`src/rtl/jdtm_pkg.sv`:
```
// Shared types and constants for the joystick differential track mixer.
// No dependencies; used by the top level and the checker.
package jdtm_pkg;

  // Field widths of the stream payloads
  localparam int unsigned RawW   = 11;
  localparam int unsigned SpdW   = 8;
  localparam int unsigned BandW  = 8;
  localparam int unsigned InDW   = 24;
  localparam int unsigned OutDW  = 24;

  // Configuration register indexes
  typedef enum logic [1:0] {
    CFG_CH_MIN = 2'd0,
    CFG_CH_MAX = 2'd1,
    CFG_DBAND  = 2'd2,
    CFG_SPARE  = 2'd3
  } jdtm_cfg_e;

  // Sequencer states
  typedef enum logic [3:0] {
    S_IDLE,
    S_MAPX,
    S_MAPY,
    S_SQX,
    S_SQY,
    S_SQRT,
    S_DIVX,
    S_DIVY,
    S_OUT
  } jdtm_state_e;

endpackage

```
`src/rtl/joystick_differential_track_mixer_unit.sv`:
```
// Top level of the joystick differential track mixer (arcade drive).
// Depends on jdtm_pkg, jdtm_div, jdtm_sqr and jdtm_sqrt.
//
//   channel   direction  payload
//   s_axis    in         tdata: steer_raw[10:0], throttle_raw[21:11]
//   m_axis    out        tdata: left/right speed, reverse and change flags
//   cfg       in         cfg_we_i, cfg_idx_i, cfg_data_i (write only)
//
// One item at a time runs through a sequencer around a shared bit-serial
// divider, squarer and square root. The stick vector is scaled only when it
// lies outside the unit circle. The divider works on DW = max(2F+3, F+12)
// bits (F = 15: DW = 33).
// Reset clears the sequencer, direction bits and output valid; config takes its defaults.
// A stalled result sits in the output register; the next item is accepted
// meanwhile and waits at the end of its run for the register to free up.
module joystick_differential_track_mixer_unit
  import jdtm_pkg::*;
#(
  parameter int unsigned FRAC_BITS = 15
) (
  input  logic                clk_i,
  input  logic                rst_ni,
  // Input stream
  input  logic                s_axis_tvalid,
  output logic                s_axis_tready,
  input  logic [InDW-1:0]     s_axis_tdata,  // steer_raw, throttle_raw
  // Output stream
  output logic                m_axis_tvalid,
  input  logic                m_axis_tready,
  // left_speed, right_speed, left_reverse, right_reverse,
  // left_dir_changed, right_dir_changed
  output logic [OutDW-1:0]    m_axis_tdata,
  // Configuration writes
  input  logic                cfg_we_i,
  input  logic [1:0]          cfg_idx_i,
  input  logic [RawW-1:0]     cfg_data_i
);
  localparam int unsigned F   = FRAC_BITS;
  localparam int unsigned AW  = F + 3;                     // axis width
  localparam int unsigned DW  = (2*F+3 > F+12) ? 2*F+3 : F+12;
  localparam int unsigned SW  = 2 * AW;                    // squared width
  localparam logic [DW-1:0] FourOne = DW'(1) << (F + 2);
  localparam logic [SW-1:0] OneSq   = SW'(1) << (2 * F);
  localparam logic signed [F+3:0] OneV = (F+4)'(1) << F;

  jdtm_state_e state_q, state_d;
  logic        launch_q;

  logic [RawW-1:0]  cmin_q, cmax_q;
  logic [BandW-1:0] dband_q;
  logic [RawW-1:0]  steer_q, throttle_q;
  logic signed [AW-1:0] x_q, y_q;
  logic [SW-1:0]    r2_q;
  logic [AW-1:0]    r_q;
  logic             ldir_q, rdir_q;
  logic             mvalid_q;
  logic [OutDW-1:0] mdata_q;

  // Configuration registers
  always_ff @(posedge clk_i or negedge rst_ni) begin
    if (!rst_ni) begin
      cmin_q  <= RawW'(172);
      cmax_q  <= RawW'(1811);
      dband_q <= BandW'(10);
    end else if (cfg_we_i) begin
      unique case (jdtm_cfg_e'(cfg_idx_i))
        CFG_CH_MIN: cmin_q  <= cfg_data_i;
        CFG_CH_MAX: cmax_q  <= cfg_data_i;
        CFG_DBAND:  dband_q <= cfg_data_i[BandW-1:0];
        CFG_SPARE:  ;
      endcase
    end
  end

  // Linear map numerator and denominator of the current axis
  logic [RawW-1:0]      raw_sel;
  logic signed [12:0]   num;
  logic signed [11:0]   den;
  logic [11:0]          num_mag;
  logic [10:0]          den_mag;
  logic                 map_neg;
  logic                 map_st;

  assign map_st  = (state_q == S_MAPX) || (state_q == S_MAPY);
  assign raw_sel = (state_q == S_MAPX) ? steer_q : throttle_q;
  assign num = $signed({1'b0, raw_sel, 1'b0}) - $signed({2'b00, cmin_q})
             - $signed({2'b00, cmax_q});
  assign den = $signed({1'b0, cmax_q}) - $signed({1'b0, cmin_q});
  assign num_mag = num[12] ? 12'(-num) : num[11:0];
  assign den_mag = den[11] ? 11'(-den) : den[10:0];
  assign map_neg = num[12] ^ den[11];

  // Axis magnitudes
  logic [AW-1:0] xmag, ymag, amag;
  assign xmag = x_q[AW-1] ? AW'(-x_q) : x_q;
  assign ymag = y_q[AW-1] ? AW'(-y_q) : y_q;
  assign amag = (state_q == S_DIVX) ? xmag : ymag;

  // Shared serial units
  logic          div_start, div_done;
  logic [DW-1:0] div_dvd, div_quo;
  logic [AW-1:0] div_dvs;
  logic          sqr_start, sqr_done;
  logic [SW-1:0] sqr_prod;
  logic          rt_start, rt_done;
  logic [AW-1:0] rt_root;

  assign div_start = launch_q && (map_st || state_q == S_DIVX || state_q == S_DIVY);
  assign div_dvd   = map_st ? DW'({num_mag, {F{1'b0}}}) : DW'({amag, {F{1'b0}}});
  assign div_dvs   = map_st ? AW'(den_mag) : r_q;
  assign sqr_start = launch_q && (state_q == S_SQX || state_q == S_SQY);
  assign rt_start  = launch_q && (state_q == S_SQRT);

  jdtm_div #(.DW(DW), .DVW(AW)) u_div (
    .clk_i, .rst_ni, .start_i(div_start), .dividend_i(div_dvd),
    .divisor_i(div_dvs), .done_o(div_done), .quo_o(div_quo)
  );

  jdtm_sqr #(.MW(AW)) u_sqr (
    .clk_i, .rst_ni, .start_i(sqr_start), .a_i(sqr_start && state_q == S_SQX ? xmag : ymag),
    .done_o(sqr_done), .prod_o(sqr_prod)
  );

  jdtm_sqrt #(.RW(AW)) u_sqrt (
    .clk_i, .rst_ni, .start_i(rt_start), .rad_i(r2_q),
    .done_o(rt_done), .root_o(rt_root)
  );

  // Saturated map result and scaled component
  logic signed [AW-1:0] map_val, sc_val;
  logic [SW-1:0]        r2_sum;

  always_comb begin
    if (den == '0) begin
      map_val = '0;
    end else if (!map_neg) begin
      map_val = (div_quo >= FourOne) ? {1'b0, {(AW-1){1'b1}}} : div_quo[AW-1:0];
    end else begin
      map_val = (div_quo > FourOne) ? {1'b1, {(AW-1){1'b0}}} : AW'(-div_quo[AW-1:0]);
    end
  end

  assign sc_val = ((state_q == S_DIVX) ? x_q[AW-1] : y_q[AW-1])
                ? AW'(-div_quo[AW-1:0]) : div_quo[AW-1:0];
  assign r2_sum = r2_q + sqr_prod;

  // Track mixing, clipping, swap and speed scaling
  logic signed [F+3:0] lsum, rsum, lclip, rclip, lv, rv;
  logic [F:0]          lmag, rmag;
  logic [F+8:0]        lprod, rprod;
  logic [SpdW-1:0]     lspd, rspd, lout, rout;
  logic                lrev, rrev, lmove, rmove;

  assign lsum  = (F+4)'(y_q) + (F+4)'(x_q);
  assign rsum  = (F+4)'(y_q) - (F+4)'(x_q);
  assign lclip = (lsum > OneV) ? OneV : (lsum < -OneV) ? -OneV : lsum;
  assign rclip = (rsum > OneV) ? OneV : (rsum < -OneV) ? -OneV : rsum;

  always_comb begin
    if (lclip <= 0 && rclip <= 0) begin
      lv = rclip;
      rv = lclip;
    end else begin
      lv = lclip;
      rv = rclip;
    end
  end

  // Multiply by 255 as a shift and subtract, then drop the fraction.
  assign lmag  = lv[F+3] ? (F+1)'(-lv) : lv[F:0];
  assign rmag  = rv[F+3] ? (F+1)'(-rv) : rv[F:0];
  assign lprod = {lmag, 8'h00} - (F+9)'(lmag);
  assign rprod = {rmag, 8'h00} - (F+9)'(rmag);
  assign lspd  = lprod[F+7:F];
  assign rspd  = rprod[F+7:F];
  assign lmove = lspd > dband_q;
  assign rmove = rspd > dband_q;
  assign lout  = lmove ? lspd : '0;
  assign rout  = rmove ? rspd : '0;
  assign lrev  = lmove ? lv[F+3] : ldir_q;
  assign rrev  = rmove ? rv[F+3] : rdir_q;

  logic out_load;
  assign out_load = (state_q == S_OUT) && (!mvalid_q || m_axis_tready);

  // Sequencer next state
  always_comb begin
    state_d = state_q;
    unique case (state_q)
      S_IDLE: if (s_axis_tvalid) state_d = S_MAPX;
      S_MAPX: if (div_done) state_d = S_MAPY;
      S_MAPY: if (div_done) state_d = S_SQX;
      S_SQX:  if (sqr_done) state_d = S_SQY;
      S_SQY:  if (sqr_done) state_d = (r2_sum > OneSq) ? S_SQRT : S_OUT;
      S_SQRT: if (rt_done) state_d = S_DIVX;
      S_DIVX: if (div_done) state_d = S_DIVY;
      S_DIVY: if (div_done) state_d = S_OUT;
      S_OUT:  if (out_load) state_d = S_IDLE;
      default: state_d = S_IDLE;
    endcase
  end

  always_ff @(posedge clk_i or negedge rst_ni) begin
    if (!rst_ni) begin
      state_q  <= S_IDLE;
      launch_q <= 1'b0;
    end else begin
      state_q  <= state_d;
      launch_q <= state_d != state_q;
    end
  end

  // Datapath registers
  always_ff @(posedge clk_i) begin
    if (state_q == S_IDLE && s_axis_tvalid) begin
      steer_q    <= s_axis_tdata[RawW-1:0];
      throttle_q <= s_axis_tdata[2*RawW-1:RawW];
    end
    if ((state_q == S_MAPX && div_done) || (state_q == S_DIVX && div_done)) begin
      x_q <= map_st ? map_val : sc_val;
    end
    if ((state_q == S_MAPY && div_done) || (state_q == S_DIVY && div_done)) begin
      y_q <= map_st ? map_val : sc_val;
    end
    if (state_q == S_SQX && sqr_done) r2_q <= sqr_prod;
    if (state_q == S_SQY && sqr_done) r2_q <= r2_sum;
    if (rt_done) r_q <= rt_root;
    if (out_load) begin
      mdata_q <= OutDW'({rmove && (rv[F+3] != rdir_q), lmove && (lv[F+3] != ldir_q),
                         rrev, lrev, rout, lout});
    end
  end

  // Direction state and output valid
  always_ff @(posedge clk_i or negedge rst_ni) begin
    if (!rst_ni) begin
      ldir_q   <= 1'b0;
      rdir_q   <= 1'b0;
      mvalid_q <= 1'b0;
    end else begin
      if (out_load) begin
        ldir_q   <= lrev;
        rdir_q   <= rrev;
        mvalid_q <= 1'b1;
      end else if (m_axis_tready) begin
        mvalid_q <= 1'b0;
      end
    end
  end

  assign s_axis_tready = (state_q == S_IDLE);
  assign m_axis_tvalid = mvalid_q;
  assign m_axis_tdata  = mdata_q;
endmodule

```
`src/rtl/jdtm_div.sv`:
```
// Bit-serial restoring divider: one quotient bit per cycle.
// Depends on nothing but its parameters.
module jdtm_div #(
  parameter int unsigned DW  = 33,
  parameter int unsigned DVW = 18
) (
  input  logic           clk_i,
  input  logic           rst_ni,
  input  logic           start_i,
  input  logic [DW-1:0]  dividend_i,
  input  logic [DVW-1:0] divisor_i,
  output logic           done_o,
  output logic [DW-1:0]  quo_o
);
  localparam int unsigned CW = $clog2(DW + 1);

  logic          busy_q;
  logic          done_q;
  logic [CW-1:0] cnt_q;
  logic [DVW-1:0] rem_q;
  logic [DW-1:0] quo_q;
  logic [DVW:0]  trial;
  logic          fits;

  // Bring down the next dividend bit and try the subtraction.
  assign trial = {rem_q, quo_q[DW-1]};
  assign fits  = trial >= {1'b0, divisor_i};

  always_ff @(posedge clk_i or negedge rst_ni) begin
    if (!rst_ni) begin
      busy_q <= 1'b0;
      done_q <= 1'b0;
      cnt_q  <= '0;
    end else begin
      done_q <= 1'b0;
      if (start_i) begin
        busy_q <= 1'b1;
        cnt_q  <= CW'(DW);
      end else if (busy_q) begin
        cnt_q <= cnt_q - 1'b1;
        if (cnt_q == CW'(1)) begin
          busy_q <= 1'b0;
          done_q <= 1'b1;
        end
      end
    end
  end

  // Dividend shifts out at the top while quotient bits shift in below.
  always_ff @(posedge clk_i) begin
    if (start_i) begin
      rem_q <= '0;
      quo_q <= dividend_i;
    end else if (busy_q) begin
      rem_q <= fits ? DVW'(trial - {1'b0, divisor_i}) : trial[DVW-1:0];
      quo_q <= {quo_q[DW-2:0], fits};
    end
  end

  assign done_o = done_q;
  assign quo_o  = quo_q;
endmodule

```
`src/rtl/jdtm_sqr.sv`:
```
// Bit-serial squarer: one shift-add step per cycle over the operand bits.
// Depends on nothing but its parameters.
module jdtm_sqr #(
  parameter int unsigned MW = 18
) (
  input  logic            clk_i,
  input  logic            rst_ni,
  input  logic            start_i,
  input  logic [MW-1:0]   a_i,
  output logic            done_o,
  output logic [2*MW-1:0] prod_o
);
  localparam int unsigned CW = $clog2(MW + 1);

  logic            busy_q;
  logic            done_q;
  logic [CW-1:0]   cnt_q;
  logic [MW-1:0]   mcand_q;
  logic [2*MW-1:0] prod_q;
  logic [MW:0]     psum;

  // Add the multiplicand into the upper half when the low bit is set.
  assign psum = {1'b0, prod_q[2*MW-1:MW]} + (prod_q[0] ? {1'b0, mcand_q} : '0);

  always_ff @(posedge clk_i or negedge rst_ni) begin
    if (!rst_ni) begin
      busy_q <= 1'b0;
      done_q <= 1'b0;
      cnt_q  <= '0;
    end else begin
      done_q <= 1'b0;
      if (start_i) begin
        busy_q <= 1'b1;
        cnt_q  <= CW'(MW);
      end else if (busy_q) begin
        cnt_q <= cnt_q - 1'b1;
        if (cnt_q == CW'(1)) begin
          busy_q <= 1'b0;
          done_q <= 1'b1;
        end
      end
    end
  end

  always_ff @(posedge clk_i) begin
    if (start_i) begin
      mcand_q <= a_i;
      prod_q  <= {{MW{1'b0}}, a_i};
    end else if (busy_q) begin
      prod_q <= {psum, prod_q[MW-1:1]};
    end
  end

  assign done_o = done_q;
  assign prod_o = prod_q;
endmodule

```
`src/rtl/jdtm_sqrt.sv`:
```
// Digit-by-digit integer square root: one root bit per cycle.
// Depends on nothing but its parameters.
module jdtm_sqrt #(
  parameter int unsigned RW = 18
) (
  input  logic            clk_i,
  input  logic            rst_ni,
  input  logic            start_i,
  input  logic [2*RW-1:0] rad_i,
  output logic            done_o,
  output logic [RW-1:0]   root_o
);
  localparam int unsigned CW = $clog2(RW + 1);

  logic            busy_q;
  logic            done_q;
  logic [CW-1:0]   cnt_q;
  logic [2*RW-1:0] rad_q;
  logic [RW:0]     rem_q;
  logic [RW-1:0]   root_q;
  logic [RW+2:0]   rem_sh;
  logic [RW+2:0]   tst;
  logic            fits;

  // Bring down two radicand bits and test against 4*root+1.
  assign rem_sh = {rem_q, rad_q[2*RW-1:2*RW-2]};
  assign tst    = {1'b0, root_q, 2'b01};
  assign fits   = rem_sh >= tst;

  always_ff @(posedge clk_i or negedge rst_ni) begin
    if (!rst_ni) begin
      busy_q <= 1'b0;
      done_q <= 1'b0;
      cnt_q  <= '0;
    end else begin
      done_q <= 1'b0;
      if (start_i) begin
        busy_q <= 1'b1;
        cnt_q  <= CW'(RW);
      end else if (busy_q) begin
        cnt_q <= cnt_q - 1'b1;
        if (cnt_q == CW'(1)) begin
          busy_q <= 1'b0;
          done_q <= 1'b1;
        end
      end
    end
  end

  always_ff @(posedge clk_i) begin
    if (start_i) begin
      rad_q  <= rad_i;
      rem_q  <= '0;
      root_q <= '0;
    end else if (busy_q) begin
      rad_q  <= {rad_q[2*RW-3:0], 2'b00};
      rem_q  <= fits ? (RW+1)'(rem_sh - tst) : rem_sh[RW:0];
      root_q <= {root_q[RW-2:0], fits};
    end
  end

  assign done_o = done_q;
  assign root_o = root_q;
endmodule

```
`config.mk`:
```
export PLATFORM = sky130hd
export DESIGN_NAME = joystick_differential_track_mixer_unit
export DESIGN_NICKNAME = d
export VERILOG_FILES = /design/src/rtl/jdtm_pkg.sv /design/src/rtl/joystick_differential_track_mixer_unit.sv /design/src/rtl/jdtm_div.sv /design/src/rtl/jdtm_sqr.sv /design/src/rtl/jdtm_sqrt.sv
export SDC_FILE = /design/constraint.sdc
export NUM_CORES = 1
export LEC_CHECK = 0
export BUFFER_PORTS_ARGS = -buffer_cell sky130_fd_sc_hd__buf_2
export CORE_MARGIN = 3
export CORE_UTILIZATION = 60
export CTS_BUF_LIST = sky130_fd_sc_hd__clkbuf_2
export DETAILED_ROUTE_END_ITERATION = 10
export PLACE_DENSITY = 0.86
export SLEW_MARGIN = 5
export SYNTH_ARGS = -nofsm -noshare
export SYNTH_HDL_FRONTEND = slang
export SYNTH_SLANG_ARGS = --single-unit
```
`constraint.sdc`:
```
create_clock -name clk_i -period 9.7 [get_ports clk_i]
set_input_delay 0.485 -clock clk_i [delete_from_list [all_inputs] [get_ports clk_i]]
set_output_delay 0.485 -clock clk_i [all_outputs]
set_load 0.02 [all_outputs]
```
# [After elaboration in Yosys (flattened, before gate mapping)]
# Cells that the tools add are included.
[op_classes] n_bitwise=1 order_cmp=13 n_reduce_logical=34 mux=74 eq_ne=16 addsub=21
[ops] op="18-bit 2-to-1 mux" count=15
[ops] op="36-bit 2-to-1 mux" count=4
[ops] op="19-bit 2-to-1 mux" count=7
[ops] op="33-bit 2-to-1 mux" count=3
[ops] op="18-bit negation" count=3
[ops] op="23-bit by 16-bit subtractor with 23-bit output" count=2
[ops] op="4-bit 2-to-1 mux" count=10
[ops] op="18-bit by 18-bit adder with 19-bit output" count=2
[ops] op="19-bit by 17-bit greater-than comparator with 1-bit output (second input constant)" count=2
[ops] op="19-bit by 1-bit less-or-equal comparator with 1-bit output (second input constant)" count=2
[ops] op="19-bit by 16-bit < comparator with 1-bit output (second input constant)" count=2
[ops] op="36-bit adder" count=1
[ops] op="36-bit by 31-bit greater-than comparator with 1-bit output (second input constant)" count=1
[ops] op="4-bit case mux with 9 select lines" count=1
[ops] op="33-bit by 18-bit greater-or-equal comparator with 1-bit output (second input constant)" count=1
[ops] op="33-bit by 18-bit greater-than comparator with 1-bit output (second input constant)" count=1
[ops] op="16-bit 2-to-1 mux" count=2
[ops] op="16-bit negation" count=2
[ops] op="1-bit 2-to-1 mux" count=23
[ops] op="11-bit 2-to-1 mux" count=2
[ops] op="21-bit by 20-bit greater-or-equal comparator with 1-bit output" count=1
[ops] op="5-bit 2-to-1 mux" count=4
[ops] op="19-bit by 18-bit greater-or-equal comparator with 1-bit output" count=1
[ops] op="18-bit by 18-bit subtractor with 19-bit output" count=1
[ops] op="other kinds (31)" count=66
[word_totals] reg_bits=370 wordCells=193

# [Logic depth before layout (Yosys ltp)]
# Gate-level depths: netlist (run 1).
[depth] word_depth=12 mapped_depth=45

# [By module]
# A second synthesis (run 1) with hierarchy kept.
[unflattened] cells_unflattened=3201 area_unflattened_um2=29687.2
[modules_own_cells] mod="joystick_differential_track_mixer_unit" area_each_um2=17837.1 instances=1 cells_each=2075
[modules_own_cells] mod="jdtm_sqrt" area_each_um2=4899.7 instances=1 cells_each=488
[modules_own_cells] mod="jdtm_div" area_each_um2=3797.4 instances=1 cells_each=367
[modules_own_cells] mod="jdtm_sqr" area_each_um2=3153.0 instances=1 cells_each=271

# [Least setup slack after synthesis (run 1)]
# Ideal clock, no wire load.
[synth_path] path_type="register to register" startpoint="reg y_q[0]" endpoint="reg mdata_q[2] (netlist: m_axis_tdata[2]), data pin" setup_time_ps=260 path_slack_ps=865 arrival_ps=8575 stages_incl_launch_ff=45 cell_sequence="edfxtp_1 > inv_1 > ha_1 > inv_1 > fa_1 > a211oi_2 > o21bai_1 > a211oi_1 > a21oi_1 > or4_4 > nor4_2 > nand4_2 > a2bb2oi_4 > buf_6 > buf_4 > buf_2 > buf_1 > and3_1 > [... 9 more ...] > a21o_1 > a21oi_1 > o221ai_1 > a41o_1 > a41o_1 > buf_6 > or2_4 > xnor2_1 > ha_1 > o21a_1 > o21ai_0 > nand2b_1 > a21oi_1 > o21ai_0 > o21ai_0 > clkbuf_1 > nor2_1 > mux2_4"
[synth_via] elab_chain_len=11 elab_cells_between_ends=18 cone_classes="add/sub: 4; order compare: 7; mux: 6; reduce/logical: 1"
[synth_lines] item="start: declaration" line="joystick_differential_track_mixer_unit.sv:52" text="logic signed [AW-1:0] x_q, y_q;"
[synth_lines] item="start signal: assignment" line="joystick_differential_track_mixer_unit.sv:223" text="y_q <= map_st ? map_val : sc_val;"
[synth_lines] item="18-bit by 18-bit adder with 19-bit output or 18-bit by 18-bit subtractor with 19-bit output (tied branches)" line="joystick_differential_track_mixer_unit.sv:154, joystick_differential_track_mixer_unit.sv:155"
[synth_lines] item="19-bit by 16-bit < comparator with 1-bit output, on equally long branches" line="joystick_differential_track_mixer_unit.sv:156, joystick_differential_track_mixer_unit.sv:157"
[synth_lines] item="19-bit 2-to-1 mux, on equally long branches (2 in series)" line="joystick_differential_track_mixer_unit.sv:156, joystick_differential_track_mixer_unit.sv:157"
[synth_lines] item="19-bit by 1-bit less-or-equal comparator with 1-bit output" line="joystick_differential_track_mixer_unit.sv:160" text="if (lclip <= 0 && rclip <= 0) begin"
[synth_lines] item="1-bit logical AND" line="joystick_differential_track_mixer_unit.sv:160"
[synth_lines] item="19-bit 2-to-1 mux *" line="joystick_differential_track_mixer_unit.sv:160"
[synth_lines] item="16-bit negation" line="joystick_differential_track_mixer_unit.sv:170" text="assign lmag = lv[F+3] ? (F+1)'(-lv) : lv[F:0];"
[synth_lines] item="16-bit 2-to-1 mux *" line="joystick_differential_track_mixer_unit.sv:170"
[synth_lines] item="23-bit by 16-bit subtractor with 23-bit output *" line="joystick_differential_track_mixer_unit.sv:172" text="assign lprod = {lmag, 8'h00} - (F+9)'(lmag);"
[synth_lines] item="via lprod[17]" line="joystick_differential_track_mixer_unit.sv:150" text="logic [F+8:0] lprod, rprod;"
[synth_lines] item="8-bit greater-than comparator" line="joystick_differential_track_mixer_unit.sv:176" text="assign lmove = lspd > dband_q;"
[synth_lines] item="end signal: assignment" line="joystick_differential_track_mixer_unit.sv:229" text="mdata_q <= OutDW'({rmove && (rv[F+3] != rdir_q), lmove && (lv[F+3] != ldir_q),"
[synth_lines] item="end: declaration" line="joystick_differential_track_mixer_unit.sv:57" text="logic [OutDW-1:0] mdata_q;"
# Mark *: on every way through the listed nets, which the timed path passes. The rest lies on a longest branch.
# A chain may end at the register's enable or synchronous reset.

# [Worst setup path in the final report (run 1)]
[layout_path] startpoint="reg y_q[5]" endpoint="reg mdata_q[15] (netlist: m_axis_tdata[15]), data pin"
[layout_via] elab_chain_len=11 elab_cells_between_ends=18 cone_classes="add/sub: 4; order compare: 7; mux: 6; reduce/logical: 1"
[layout_lines] item="18-bit by 18-bit adder with 19-bit output or 18-bit by 18-bit subtractor with 19-bit output (tied branches)" line="joystick_differential_track_mixer_unit.sv:154, joystick_differential_track_mixer_unit.sv:155"
[layout_lines] item="19-bit by 16-bit < comparator with 1-bit output, on equally long branches" line="joystick_differential_track_mixer_unit.sv:156, joystick_differential_track_mixer_unit.sv:157"
[layout_lines] item="19-bit 2-to-1 mux, on equally long branches (2 in series)" line="joystick_differential_track_mixer_unit.sv:156, joystick_differential_track_mixer_unit.sv:157"
[layout_lines] item="19-bit by 1-bit less-or-equal comparator with 1-bit output" line="joystick_differential_track_mixer_unit.sv:160"
[layout_lines] item="1-bit logical AND" line="joystick_differential_track_mixer_unit.sv:160"
[layout_lines] item="19-bit 2-to-1 mux *" line="joystick_differential_track_mixer_unit.sv:160"
[layout_lines] item="16-bit negation" line="joystick_differential_track_mixer_unit.sv:171" text="assign rmag = rv[F+3] ? (F+1)'(-rv) : rv[F:0];"
[layout_lines] item="16-bit 2-to-1 mux *" line="joystick_differential_track_mixer_unit.sv:171"
[layout_lines] item="23-bit by 16-bit subtractor with 23-bit output *" line="joystick_differential_track_mixer_unit.sv:173" text="assign rprod = {rmag, 8'h00} - (F+9)'(rmag);"
[layout_lines] item="via rprod[16]" line="joystick_differential_track_mixer_unit.sv:150"
[layout_lines] item="8-bit greater-than comparator *" line="joystick_differential_track_mixer_unit.sv:177" text="assign rmove = rspd > dband_q;"
# Marked as above.

==> results of run 1 <==
==> worst min-delay path by stage <==
stage | slack (ns) | depth (start not counted) | end
floorplan | 0.19 | 0 | cmax_q[2]
global placement | 0.46 | 2 | u_div.rem_q[17]
detailed placement | 0.48 | 2 | u_div.rem_q[7]
CTS | 0.02 | 3 | dband_q[7]
global route | 0.07 | 3 | dband_q[7]
finish | 0.08 | 3 | rdir_q
==> cell type report <==
cell class | count | share of cell area, %
multi-input combinational | 2455 | 55.0
sequential | 370 | 33.5
timing repair buffer | 145 | 3.52
tap | 600 | 2.49
inverter | 197 | 2.45
clock buffer | 136 | 2.26
clock inverter | 26 | 0.702
antenna | 1 | 0.00831
==> layer usage <==
metal | vias to the layer above | wire length (um) | share of wire [%] | global-route usage, %
met5 | - | 0 | 0 | 0
met4 | 0 | 3090 | 4.0 | 12.5
met3 | 244 | 5560 | 7.1 | 4.51
met2 | 1131 | 37500 | 48 | 52.5
met1 | 11900 | 31700 | 41 | 39.3
li1 | 11500 | - | - | -
==> power by group <==
| part | internal, uW | switching (uW) | leakage (uW) |
|---|---|---|---|
| sequential | 2320 | 406 | 0.00356 |
| combinational | 2270 | 3520 | 0.00857 |
| clock | 478 | 687 | 0.000664 |
| total | 5070 | 4610 | 0.0128 |
==> logic make-up after synthesis <==
group / count (synthesis) / share of synthesized area, %
adder cells (fa/ha/maj): 219 / 10.3
multiplexers: 145 / 5.47
flip-flops: 370 / 36.2
XOR/XNOR: 204 / 6.49
AO/OA/AOI/OAI: 751 / 17.5
AND/OR/NAND/NOR: 1132 / 19.4
other: 1 / 0.0135
buffers and inverters: 328 / 4.68
==> cells in the mapped netlist, types with 19 or more instances <==
library cell / instances / area share, %
nand2b_1: 26 / 0.58
nor4_1: 21 / 0.47
o21ai_0: 207 / 3.7
a31oi_1: 35 / 0.79
and2_1: 45 / 1.0
nand3_1: 48 / 0.86
nand2_1: 438 / 5.9
or3_1: 26 / 0.58
a21oi_1: 181 / 3.2
nand4_1: 25 / 0.56
inv_1: 194 / 2.6
o21bai_1: 19 / 0.51
xnor2_1: 128 / 4.0
nor2b_1: 35 / 0.79
dfxtp_1: 73 / 5.2
clkbuf_1: 96 / 1.3
o22ai_1: 19 / 0.43
dfrtp_1: 48 / 4.3
a211oi_1: 37 / 1.0
nor3b_1: 24 / 0.65
nor3_1: 95 / 1.7
edfxtp_1: 237 / 26
a21o_1: 43 / 1.2
mux2_2: 52 / 2.1
o21a_1: 31 / 0.83
nor2_1: 240 / 3.2
ha_1: 203 / 9.1
mux2i_1: 90 / 3.2
o31ai_1: 28 / 0.75
and3_1: 32 / 0.72
xor2_1: 73 / 2.3
==> state kept, by name, summed over array words and instances (netlist names), 6 cells and up <==
name	flops
u_sqrt.rad_q	36
r_q	18
u_div.rem_q	18
y_q	18
u_sqr.prod_o	36
r2_q	36
u_div.cnt_q	6
steer_q	11
u_div.quo_o	33
u_sqrt.root_o	18
m_axis_tdata	20
throttle_q	11
dband_q	8
cmax_q	11
cmin_q	11
x_q	18
u_sqr.mcand_q	18
u_sqrt.rem_q	19
==> stage by stage <==
step / hold slack [ns] / setup WS [ns] / total power, uW / instance area [sq um] / std cells
finish: 0.0758 / 0.532 / 9690 / 30100 / 3930
global route: 0.0709 / 0.0304 / 10400 / 30100 / 3930
CTS: 0.0182 / 0.576 / 9500 / 30100 / 3929
detailed placement: 0.477 / 0.620 / 8290 / 28700 / 3717
global placement: 0.455 / 0.851 / 7990 / 28700 / 3717
floorplan: 0.189 / 0.865 / 6900 / 27900 / 3153
==> critical path: cells and delay by family (launching register included) <==
| family | cells | cell delay (ns) |
|---|---|---|
| compound gates | 13 | 3.29 |
| xor+xnor | 2 | 0.66 |
| fa+ha+maj | 4 | 1.41 |
| buf+inv | 4 | 0.80 |
| flops | 1 | 0.50 |
| mux | 1 | 0.36 |
| simple gates | 12 | 1.90 |
==> repair_timing <==
item,CTS,global route
hold buffers,50,0
hold endpoints to repair,116,0
resized for setup,0,5
endpoints found under the setup margin,0,6
==> impl_metrics.csv, run 1 <==
group,metric,value,unit
worst_setup_path,max_stage_delay,0.67,ns
timing,slew_viol_final,0,
timing,fin_tns_setup,0,ns
floorplanning,core,0.0457,sq mm
timing,timing.slew.headroom,12.6,%
timing,fin_crit,9.17,ns
worst_setup_path,start_kind,"flop",
pwr,power.density,322,mW/mm^2
placement,numPortBuffers,61,
global_routing,antenna_found_initial,1,
timing,final.period_utilization,94.5,%
logic_synthesis,synth_ff_type,"edfxtp_1",
worst_setup_path,critPathArrivalTime,9.99,ns
logic_synthesis,avgSynthCellArea,8.85,sq um
timing,hold_violations,0,
global_routing,grt_pass1_vias,24300,
worst_setup_path,worstPathRequired,10.53,ns
logic_synthesis,async_flop_share,16.2,%
worst_setup_path,worstRegToRegCells,36,
cells_and_area,syn_to_final_growth,8.04,%
worst_setup_path,crit_type,"reg -> reg",
placement,gp_congestion,0.953,
worst_setup_path,slowest_stage,"ha_1",
routing,firstDrtPassIters,6,
flow_run,drv_cap,0,
global_routing,grt_max_degree,63,
cells_and_area,layout.area.seq,0.0101,sq mm
clocking,cts_tree,"yes",
floorplanning,die_area,0.0491,sq mm
pwr,worst_ir_drop_vdd,256,uV
logic_synthesis,syn_area,0.0279,sq mm
cells_and_area,final_cell_mix,"nand2_1 (438), nor2_1 (240), edfxtp_1 (237), o21ai_0 (207), ha_1 (203)",
floorplanning,die_w,222,um
clocking,htreeDepth,3,
floorplanning,start_util,61.0,%
logic_synthesis,yosys_warnings,0,
worst_setup_path,critPathCaptureType,"flop",
clocking,cts.path.max_buffers,3,
worst_setup_path,r2r_setup_slack,0.53,ns
floorplanning,placementRows,78,
cells_and_area,nNetsFinal,3521,
timing,fmax,109,MHz
worst_setup_path,cpMostUsedCell,"ha_1",
routing,drtIter0Drc,2623,
clocking,cts_root_buffer,"clkbuf_2",
logic_synthesis,synthCells,3150,
routing,drc,0,
global_routing,overflow,0,
logic_synthesis,ys_ff_latch,370,
cells_and_area,drive_gt1_share,11.3,%
worst_setup_path,reg2reg_from,"y_q[5]",
timing,fin_skew,0.101,ns
min_path,min_path_type,"in -> async",
placement,hpwl,54.8,mm
cells_and_area,final_util,65.9,%
cells_and_area,nFillCells,3478,
clocking,clkTransAtPathRegs,0.14,ns
cells_and_area,multiInputGateArea,0.0166,sq mm
clocking,numCtsBuffers,91,
global_routing,grt_pass1_wl,125,mm
clocking,post_cts_buffers,0,
clocking,clk_latency,1.09,ns
timing,grt_setup_unrepaired,"false",
routing,wl_per_cell,19.8,um
routing,drt-vias-per-instance,6.32,
worst_setup_path,crit_fanout,22,
worst_setup_path,cp-startpoint,"y_q[5]",
pwr,leakagePower,0.0128,uW
logic_synthesis,yosysSeqAreaShare,36.2,%
worst_setup_path,rr_endpoint,"m_axis_tdata[15]",
worst_setup_path,crit_path_end,"m_axis_tdata[15]",
routing,vias,24800,
floorplanning,die_h,222,um
floorplanning,io_pins,68,
timing,setup_viol,0,
timing,worstMarginPinSlew,1.31,ns
routing,drt_wl_total,77.8,mm
outcome,status,"finished, final reports clean",
cells_and_area,layout_commonest_cell,"nand2_1",
clocking,clock_sink_count,370,
logic_synthesis,synth_edf_count,237,
logic_synthesis,synth_cell_type_count,112,
global_routing,track_usage,30.7,%
routing,ant_nets,0,
Power figures use the tool's default switching activity.
==> run 2: changes to the inputs <==
--- a/config.mk
+++ b/config.mk
@@ -5,10 +5,12 @@
 export SDC_FILE = /design/constraint.sdc
 export NUM_CORES = 1
 export LEC_CHECK = 0
+export ABC_AREA = 1
 export BUFFER_PORTS_ARGS = -buffer_cell sky130_fd_sc_hd__buf_2
 export CORE_MARGIN = 3
 export CORE_UTILIZATION = 60
 export CTS_BUF_LIST = sky130_fd_sc_hd__clkbuf_2
+export CTS_CLUSTER_DIAMETER = 200
 export DETAILED_ROUTE_END_ITERATION = 10
 export PLACE_DENSITY = 0.86
 export SLEW_MARGIN = 5
==> impl_metrics.csv, run 2 <==
group,metric,value,unit
floorplanning,die_area,0.0492,sq mm
logic_synthesis,ys_top_cells_by_area,"edfxtp_1 (25%), nand2_1 (13%), ha_1 (9.1%)",
routing,vias,25300,
placement,placed_cells,4303,
cells_and_area,layout_commonest_cell,"nand2_1",
pwr,swShare,49.5,%
clocking,cts_tree,"yes",
logic_synthesis,synth_edf_count,237,
pwr,leakagePower,0.0145,uW
worst_setup_path,critPathArrivalTime,9.24,ns
cells_and_area,syn_to_final_growth,6.78,%
pwr,combPwrFrac,60.6,%
worst_setup_path,crit_fanout,49,
routing,firstDrtPassIters,6,
cells_and_area,layout.area.seq,0.0101,sq mm
global_routing,met2_usage,45.4,%
placement,place_area,0.0285,sq mm
logic_synthesis,synth_ff_type,"edfxtp_1",
clocking,cts.path.max_buffers,3,
floorplanning,start_util,61.1,%
worst_setup_path,slowest_stage,"ha_1",
logic_synthesis,ys_ff_latch,370,
logic_synthesis,synth_cell_type_count,70,
placement,numPortBuffers,61,
clocking,cts_root_buffer,"clkbuf_2",
pwr,seqPwrFrac,27.5,%
cells_and_area,drive_gt1_share,9.75,%
clocking,clk_latency,1.07,ns
pwr,p_int,4760,uW
timing,fin_skew,0.116,ns
floorplanning,die_h,222,um
logic_synthesis,yosys_warnings,0,
outcome,status,"finished, final reports clean",
global_routing,overflow,0,
logic_synthesis,syn_area,0.0279,sq mm
global_routing,busiest_layer,"met2",
timing,slew_viol_final,0,
routing,drt-vias-per-instance,5.61,
routing,wl_per_cell,15.3,um
timing,worstMarginPinSlew,1.17,ns
worst_setup_path,start_kind,"flop",
pwr,netSwitchingPower,4660,uW
timing,hold_violations,0,
logic_synthesis,yosysMostFrequentCell,"nand2_1",
timing,grt_setup_unrepaired,"false",
cells_and_area,nNetsFinal,4094,
routing,drc,0,
pwr,pwr-share-clk,11.9,%
placement,hpwl,50.9,mm
worst_setup_path,cpMostUsedCell,"nand2_1",
placement,gp_congestion,0.948,
timing,final.period_utilization,85.5,%
logic_synthesis,synth_top_area_cell,"edfxtp_1",
flow_run,drv_cap,0,
clocking,numCtsBuffers,91,
floorplanning,placementRows,78,
cells_and_area,post-route-cell-area,0.0298,sq mm
global_routing,grt_pass1_vias,23500,
min_path,min_path_type,"in -> reg",
cells_and_area,nFillCells,3866,
cells_and_area,final_util,65.3,%
clocking,htreeDepth,3,
worst_setup_path,max_stage_delay,0.69,ns
worst_setup_path,worstPathRequired,10.64,ns
timing,fin_crit,8.29,ns
logic_synthesis,synth_top_area_share,25.5,%
timing,setup_viol,0,
global_routing,met1_usage,37.1,%
worst_setup_path,crit_type,"reg -> reg",
clocking,clkTransAtPathRegs,0.10,ns
cells_and_area,stdcell_count,4510,
logic_synthesis,async_flop_share,16.2,%
floorplanning,io_pins,68,
floorplanning,die_w,222,um
cells_and_area,multiInputGateArea,0.0153,sq mm
timing,fin_tns_setup,0,ns
cells_and_area,final_cell_mix,"nand2_1 (992), inv_1 (501), nor2_1 (314), o21ai_0 (258), edfxtp_1 (237)",
clocking,clock_sink_count,370,
pwr,power.density,316,mW/mm^2
logic_synthesis,yosysSeqAreaShare,36.1,%
logic_synthesis,synth.top_cells.by_count,"nand2_1 (993), inv_1 (501), nor2_1 (318), o21ai_0 (260), edfxtp_1 (237)",
timing,fmax,121,MHz
floorplanning,core,0.0457,sq mm
pwr,worst_ir_drop_vdd,389,uV
routing,drtIter0Drc,2107,
logic_synthesis,avgSynthCellArea,7.48,sq um
logic_synthesis,synthCells,3731,
global_routing,grt_max_degree,61,
global_routing,grt_pass1_wl,113,mm
global_routing,antenna_found_initial,1,
routing,drt_wl_total,69.2,mm
global_routing,use_met3,4.14,%
global_routing,track_usage,27.3,%
timing,timing.slew.headroom,21.5,%
routing,ant_nets,0,
worst_setup_path,critPathCaptureType,"flop",
[run 2: power by group through the flow]
stage               clock (uW)  combinational, uW  sequential (uW)
finish                    1120               5710             2590
global route              1220               6450             2630
CTS                       1130               5590             2570
detailed placement           0               5540             2610
global placement             0               5360             2590
floorplan                    0               4420             2480
[run 2: timing repair]
item	4_1_cts	5_1_grt
resized for setup	0	0
hold buffers	37	0
endpoints found under the hold margin	103	0
buffers inserted	0	0
[run 2: final cells by class]
class | instances | area share (%)
Antenna cell | 2 | 0.0168
Clock buffer | 134 | 2.25
Clock inverter | 34 | 0.759
Inverter | 534 | 6.73
Multi-Input combinational cell | 2720 | 51.2
Sequential cell | 370 | 33.9
Tap cell | 600 | 2.52
Timing Repair Buffer | 116 | 2.72
[run 2: logic make-up after synthesis]
kind of cell	after synthesis	share of synthesized area, %
adders and majority gates	219	10.2
muxes	3	0.108
buffers and inverters	644	9.33
xor gates and xnor gates	146	4.86
other	1	0.0134
DFF	370	36.1
and+or+nand+nor	1660	25.0
AOI/OAI and AO/OA	688	14.3
[run 2: critical path: cells and delay by family, from the launching register on]
family / cells / cell delay (ns)
fa+ha+maj: 4 / 1.36
flops: 1 / 0.53
buf+inv: 7 / 1.15
compound gates: 12 / 2.23
simple gates: 20 / 2.43
xor+xnor: 2 / 0.49
[run 2: worst paths after layout]
kind | startpoint | end | slack [ns] | depth (start not counted)
max in group asynchronous | rst_ni | cmin_q[8] | 8.90 | 3
worst min register to register | u_sqrt.rad_q[29] | u_sqrt.rad_q[31] | 0.43 | 2
worst max register to register | x_q[17] | ldir_q | 1.41 | 45
worst min-delay path | cfg_idx_i[0] | dband_q[6] | 0.12 | 4
min in group asynchronous | rst_ni | m_axis_tvalid | 0.14 | 3
worst max-delay path | x_q[17] | ldir_q | 1.41 | 45
[run 2: metal layers]
layer | part of all wire (%) | vias to the layer above
met5 | 0 | -
met3 | 7.9 | 149
met1 | 43 | 11600
li1 | - | 12600
met4 | 2.4 | 0
met2 | 47 | 1013
[run 2: through the flow]
step | hold WS (ns) | setup slack, ns | power, uW
floorplan | 0.189 | 3.23 | 6900
global placement | 0.441 | 1.85 | 7960
detailed placement | 0.452 | 1.72 | 8150
CTS | 0.00845 | 1.67 | 9300
global route | 0.0805 | 0.682 | 10300
finish | 0.116 | 1.41 | 9420
